**src/design/assert_macros.svh**
```systemverilog
// Assertion helpers for the name decompressor
`ifndef ASSERT_MACROS_SVH
`define ASSERT_MACROS_SVH
// implication checked every clock outside reset
`define CHK_IMPLY(label, clk, rst, pre, post) \
   label: assert property (@(posedge clk) disable iff (rst) (pre) |-> (post)) \
      else $error("check failed");
// next-cycle implication
`define CHK_NEXT(label, clk, rst, pre, post) \
   label: assert property (@(posedge clk) disable iff (rst) (pre) |=> (post)) \
      else $error("check failed");
`endif

```
**src/design/dnd_pkg.sv**
```systemverilog
`timescale 1ns / 1ps
// ----------------------------------------------------------------------------
// dnd_pkg
// Shared constants and types of the DNS name decompressor.
// ----------------------------------------------------------------------------
package dnd_pkg;
   localparam int MESSAGE_DEPTH_DEF = 512;
   localparam int NAME_CAPACITY_DEF = 255;
   localparam int MAX_JUMPS_DEF     = 16;
   localparam int QUEUE_DEPTH       = 2;
   localparam logic [7:0] PTR_MASK  = 8'hC0;
   localparam logic [7:0] OFS_MASK  = 8'h3F;

   typedef enum logic {OP_WRITE = 1'b0, OP_DECODE = 1'b1} op_type;

   typedef struct packed {
      logic [8:0] start;
      logic [9:0] len;
   } cmd_type;

   typedef enum logic [3:0] {
      ST_IDLE, ST_HEAD, ST_PTR2, ST_CHECK, ST_COPY, ST_EMIT, ST_FAIL, ST_CLEAR
   } state_type;
endpackage

```
**src/design/dnd_front.sv**
```systemverilog
`timescale 1ns / 1ps
// ----------------------------------------------------------------------------
// dnd_front
// Accepts request words, passes byte writes on and queues decode commands.
// ----------------------------------------------------------------------------
module dnd_front (
   input  logic             clock,
   input  logic             reset,
   input  logic             req_valid,
   output logic             req_stall,
   input  logic             req_operation,
   input  logic [8:0]       req_offset,
   input  logic [7:0]       req_byte_value,
   input  logic [9:0]       req_message_length,
   output logic             wr_en,
   output logic [8:0]       wr_addr,
   output logic [7:0]       wr_data,
   output logic             cmd_valid,
   output dnd_pkg::cmd_type cmd,
   input  logic             cmd_take
);
   localparam int QD = dnd_pkg::QUEUE_DEPTH;
   dnd_pkg::cmd_type q_ff [QD];
   logic [0:0] rd_ff, rd_in, wp_ff, wp_in;
   logic [1:0] cnt_ff, cnt_in;
   logic       acc, push;
   logic [9:0] len_sat;

   // byte writes are held off while a decode is queued, keeping order
   assign req_stall = (cnt_ff == 2'(QD)) ||
                      (req_operation == dnd_pkg::OP_WRITE && cnt_ff != 2'd0);
   assign acc  = req_valid && !req_stall;
   assign push = acc && req_operation == dnd_pkg::OP_DECODE;
   assign wr_en   = acc && req_operation == dnd_pkg::OP_WRITE &&
                    ({1'b0, req_offset} < 10'(dnd_pkg::MESSAGE_DEPTH_DEF));
   assign wr_addr = req_offset;
   assign wr_data = req_byte_value;
   assign len_sat = (req_message_length > 10'(dnd_pkg::MESSAGE_DEPTH_DEF)) ?
                    10'(dnd_pkg::MESSAGE_DEPTH_DEF) : req_message_length;
   assign cmd_valid = cnt_ff != 2'd0;
   assign cmd = q_ff[rd_ff];

   always_comb begin
      rd_in  = rd_ff + 1'(cmd_take);
      wp_in  = wp_ff + 1'(push);
      cnt_in = cnt_ff + 2'(push) - 2'(cmd_take);
   end

   always_ff @(posedge clock) begin
      if (reset) begin
         rd_ff <= '0; wp_ff <= '0; cnt_ff <= '0;
      end else begin
         rd_ff <= rd_in; wp_ff <= wp_in; cnt_ff <= cnt_in;
      end
      if (push) begin
         q_ff[wp_ff].start <= req_offset;
         q_ff[wp_ff].len   <= len_sat;
      end
   end
endmodule

```
**config.mk**
```make
export PLATFORM = sky130hd
export DESIGN_NAME = dnd_front
export DESIGN_NICKNAME = d
export VERILOG_FILES = /design/src/design/assert_macros.svh /design/src/design/dnd_pkg.sv /design/src/design/dnd_front.sv
export SDC_FILE = /design/constraint.sdc
export NUM_CORES = 1
export LEC_CHECK = 0
export BUFFER_PORTS_ARGS = -buffer_cell sky130_fd_sc_hd__clkbuf_2
export CAP_MARGIN = 20
export CORE_MARGIN = 2
export CORE_UTILIZATION = 25
export DETAILED_ROUTE_END_ITERATION = 10
export HOLD_SLACK_MARGIN = 0.05
export PLACE_DENSITY = 0.58
export SETUP_SLACK_MARGIN = 0.05
export SYNTH_ARGS = -nofsm -noshare
export SYNTH_HDL_FRONTEND = slang
export SYNTH_SLANG_ARGS = --single-unit
```
**constraint.sdc**
```tcl
create_clock -name clock -period 1.5 [get_ports clock]
set_input_delay 0.225 -clock clock [delete_from_list [all_inputs] [get_ports clock]]
set_output_delay 0.225 -clock clock [all_outputs]
set_load 0.005 [all_outputs]
```
==> results of run 1 <==
## final cells by class
type	instances	area, sq um	area share [%]
clock buffer	7	86.3	3.58
clock inverter	1	5.00	0.208
inverter	3	11.3	0.467
multi-input combinational	47	523	21.7
sequential	42	1230	50.9
tap	96	120	4.98
timing repair buffer	68	438	18.2
## registers in the layout (all words and copies together), names as in the netlist
register	cells
q_ff	38
wp_ff	1
cnt_ff	2
rd_ff	1
## what timing repair did
item | CTS | global route
gates cloned | 0 | 1
resized for setup | 11 | 20
pin swaps | 2 | 3
endpoints found under the setup margin | 20 | 21
setup buffers | 1 | 1
## cell families after synthesis
group	after synthesis	share of synthesized area, %
AO/OA/AOI/OAI	4	1.54
multiplexers	19	12.0
adder cells (fa/ha/maj)	2	1.40
buffers and inverters	23	8.55
AND/OR/NAND/NOR	19	6.66
XOR/XNOR	3	1.47
flip-flops	42	68.4
## stage by stage
step / instance area, sq um / setup slack [ns] / TNS, ns
floorplan: 1800 / -0.0423 / -0.0423
global placement: 2160 / -0.0807 / -0.0807
detailed placement: 2160 / -0.126 / -0.126
CTS: 2300 / -0.0100 / -0.0276
global route: 2410 / -0.113 / -0.246
finish: 2410 / -0.0361 / -0.0361
## cell usage after synthesis, drive strengths merged
cell type  number
and2            2
or2             1
xor2            1
mux2           19
o21ai           1
a21oi           1
or2b            1
nor3b           1
and3            1
edfxtp         38
o21bai          1
dfxtp           4
ha              2
inv             3
nand2b          1
clkbuf          1
xnor2           2
nor2            2
nor2b          10
buf            19
a2111oi         1
## routing by layer
metal / global-route usage [%] / routed length [um] / vias up
li1: - / - / 495
met1: 9.64 / 1360 / 481
met3: 3.26 / 228 / 6
met5: 0 / 0 / -
met4: 3.17 / 46 / 0
met2: 14.1 / 1610 / 40
## where the power goes
group	total, uW	switching, uW	internal (uW)
Combinational	505	204	300
Sequential	1380	26.9	1350
Clock	725	354	371
Total	2610	585	2030
## final timing paths
path / to / slack, ns / cells after the start
worst max register to register: cnt_ff[1]$_SDFF_PP0_ / -0.04 / 7
worst min-delay path: q_ff[0][13]$_DFFE_PP_ / 0.14 / 1
worst min register to register: wp_ff$_SDFF_PP0_ / 0.58 / 3
worst max-delay path: cnt_ff[1]$_SDFF_PP0_ / -0.04 / 7
==> impl_metrics.toml, run 1 <==
[status]
status = "finished with violations"
violations = "setup timing"

[cells_and_area]
final_nets = 201
layout_common_cells = "clkbuf_2 (54), edfxtp_1 (38), mux2_4 (19), nor2b_1 (10), buf_4 (9)"
instances_no_fill = 264
layout_commonest_cell = "clkbuf_2"
diodes = 0
fillCellCount = 684
area_delta_synth_final_pct = 35.0
utilization_pct = 35.1
layout-drive-gt1-share_pct = 63.7

[power]
vdd_drop_max_mv = 0.515
finalPower_uw = 2610
p_leak_uw = 0.000992
powerDensity_nw_per_um2 = 1080

[placed_design]
io_buffers = 54
place_hpwl_um = 2230
dp.cells = 253
routabilityCongestion = 0.642

[sta]
period_needed_ns = 1.54
fin_crit_sh_pct = 102
hold_viol_final = 0
setup_slack_ns = -0.0361
max_freq_mhz = 651
tightest_slew_ns = 0.242
hold_slack_ns = 0.140
finalMaxSlewViolations = 0
rsz0062_at_grt = "true"
setup_violations = 1
clock_skew_ns = 0.00278
slew_headroom_pct = 83.8

[route]
drt_iter0_markers = 55
drc = 0
first_pass_iters = 4
drt_wl_total_um = 3250
wl_per_cell_um = 12.3
num_vias = 1022
vias_per_cell = 3.87
ant_nets = 0

[setup_path]
critical-path-top-delay-family = "simple AND/OR/NAND/NOR gates"
cp_data_required_time_ns = 1.71
critPathKind = "reg2reg"
r2r-start = "cnt_ff[0]$_SDFF_PP0_"
cp.buffers_inverters = 0
crit_chain = "nand2b_4 > and2_4 > xnor2_2 > ha_2 > xor2_2 > or2b_1 > o21bai_1"
startpoint_type = "register"
critPathSlowestCell = "dfxtp_2"
crit_arrival_ns = 1.75
startpoint = "cnt_ff[0]$_SDFF_PP0_"
path_max_fanout = 3
worst_path_largest_cell_delay_ns = 0.32
crit_path_end_kind = "register"

[synthesis]
synth_cells = 112
synth_top_area_share_pct = 63.9
synth_top_cell_by_area = "edfxtp_1"
syn_area_sq_um = 1790
synthTopCellsByArea = "edfxtp_1 (64%), mux2_2 (8.8%), buf_4 (7.1%)"
synth_cell_types = 24
ys_warn_count = 0
synth_seq_area_share_pct = 68.4
synth_nets = 146
avgSynthCellArea_sq_um = 15.9
ys_ff_latch = 42

[clocking]
insertion_delay_ns = 0.28
htree_levels = 2
hold_buffers = 0
cts_root_buffer = "clkbuf_8"
cts_tree = "yes"
cts_buffers = 5
clock_path_buffers = 2
clk_pin_slew_worst_paths_ns = 0.07
cts.sinks = 42

[die]
rows = 30
die_w_um = 88.5
die_h_um = 88.5
pin_count = 71
design.core.area_sq_um = 6870
start_util_pct = 26.0
die-area_sq_um = 7830

[hold_path]
hp-class = "in2reg"
min-delay-start = "req_offset[3]"

[grt]
grt_antenna_before_repair = 0
grt_start_max_net_pins = 15
globalRouteOverflowTotal = 0
grt_pass1_vias = 1071
grt_pass1_wl_um = 4890
grt_usage_pct = 8.39

[job]
max_cap_viol_count = 0
Note: power is estimated with default switching activity, not from simulation.
==> run 2: changes to the inputs <==
Settings changed: CAP_MARGIN 20 to 25, GPL_TIMING_DRIVEN set to 0.
==> impl_metrics.toml, run 2 (same netlist as run 1, synthesis figures left out) <==
[route]
wl_per_cell_um = 12.0
drt_iter0_markers = 20
num_vias = 1090
ant_nets = 0
vias_per_cell = 3.84
first_pass_iters = 4
drt_wl_total_um = 3400
drc = 0

[sta]
setup_slack_ns = -0.0166
fin_tns_setup_ns = -0.0386
rsz0062_at_grt = "true"
slew_headroom_pct = 69.2
hold_slack_ns = 0.137
max_freq_mhz = 659
period_needed_ns = 1.52
fin_crit_sh_pct = 101
finalMaxSlewViolations = 0
clock_skew_ns = 0.00300
setup_violations = 4
tightest_slew_ns = 0.462
hold_viol_final = 0

[setup_path]
reg2regPathDepth = 7
startpoint_type = "register"
path_max_fanout = 5
cp_data_required_time_ns = 1.27
critPathKind = "reg2out"
crit_arrival_ns = 1.29
reg2reg_slack_ns = -0.01
crit_path_end_kind = "primary output"

[placed_design]
io_buffers = 62
place_hpwl_um = 2230
routabilityCongestion = 0.651
pre_cts_slack_ns = -0.207

[die]
start_util_pct = 26.0
die-area_sq_um = 7830
design.core.area_sq_um = 6870
rows = 30
die_w_um = 88.5
die_h_um = 88.5
pin_count = 71

[cells_and_area]
layout-drive-gt1-share_pct = 68.6
largestRegisters = "q_ff (38), cnt_ff (2)"
layout_commonest_cell = "clkbuf_2"
diodes = 0
layout_common_cells = "clkbuf_2 (56), edfxtp_1 (38), buf_4 (21), mux2_4 (19), nor2b_1 (10)"
regMostFlops = "q_ff"
largest_reg_flops = 38
final_nets = 221
area_delta_synth_final_pct = 44.8

[grt]
busiest_layer = "met2"
grt_usage_pct = 8.95
grtUsageMet2_pct = 14.5
grt_pass1_vias = 1065
grt_pass1_wl_um = 5130
grt_start_max_net_pins = 20
gr-usage-met3_pct = 3.73
globalRouteOverflowTotal = 0
use_met1_pct = 10.5
grt_antenna_before_repair = 0

[power]
finalPower_uw = 2800
powerDensity_nw_per_um2 = 1080
p_leak_uw = 0.00110
vdd_drop_max_mv = 0.453

[clocking]
cts_buffers = 5
insertion_delay_ns = 0.29
htree_levels = 2
clk_pin_slew_worst_paths_ns = 0.07
clock_path_buffers = 2
cts_root_buffer = "clkbuf_8"
cts_tree = "yes"
hold_buffers = 0
cts.sinks = 42

[hold_path]
whs_path_depth = 1
hp-class = "in2reg"

[status]
violations = "setup timing"
status = "finished with violations"

[job]
max_cap_viol_count = 0
## run 2: changes by cell type in the layout (fill, tap and decap cells not counted), sizes merged
cell and change:
buf +17, bufinv +1, clkbuf +1, clkinv +1
## run 2: final timing paths
check | end | startpoint
max | cmd[2] | rd_ff$_SDFF_PP0_
min | q_ff[1][13]$_DFFE_PP_ | req_offset[3]
min reg2reg | wp_ff$_SDFF_PP0_ | wp_ff$_SDFF_PP0_
max reg2reg | cnt_ff[1]$_SDFF_PP0_ | cnt_ff[0]$_SDFF_PP0_
## run 2: metal layers
layer / routed length (um) / part of all wire (%)
met1: 1350 / 40
met2: 1720 / 51
met3: 275 / 8.1
met4: 51 / 1.5
met5: 0 / 0
## run 2: area by class of cell
type / instances / area [sq um]
Multi-Input combinational cell: 47 / 538
Tap cell: 96 / 120
Clock buffer: 5 / 68.8
Sequential cell: 42 / 1230
Buffer: 20 / 166
Clock inverter: 3 / 40.0
Inverter: 3 / 11.3
Timing Repair Buffer: 68 / 412
Fill cell: 667 / 4280
## run 2: critical path: stages (launching register included)
cell and delay (ns):
dfxtp_4 0.41, clkbuf_16 0.17, mux2_4 0.30, buf_6 0.12
## run 2: repair_timing
item	4_1_cts	5_1_grt
setup buffers	2	2
pin swaps	5	4
gates cloned	1	1
resized for setup	26	28
setup endpoints to repair	59	40
## run 2: per-stage QoR
step / util, % / area [sq um] / cells
2_1_floorplan: - / 1800 / 112
3_3_place_gp: 32.4 / 2230 / 270
3_5_place_dp: 32.4 / 2230 / 270
4_1_cts: 35.6 / 2440 / 281
5_1_grt: 37.7 / 2590 / 284
6_report: 37.7 / 2590 / 284
## run 2: power by group
group | internal, uW | total, uW | switching [uW]
clock network | 489 | 860 | 370
registers | 1360 | 1390 | 33.7
logic | 337 | 550 | 213
total | 2180 | 2800 | 617
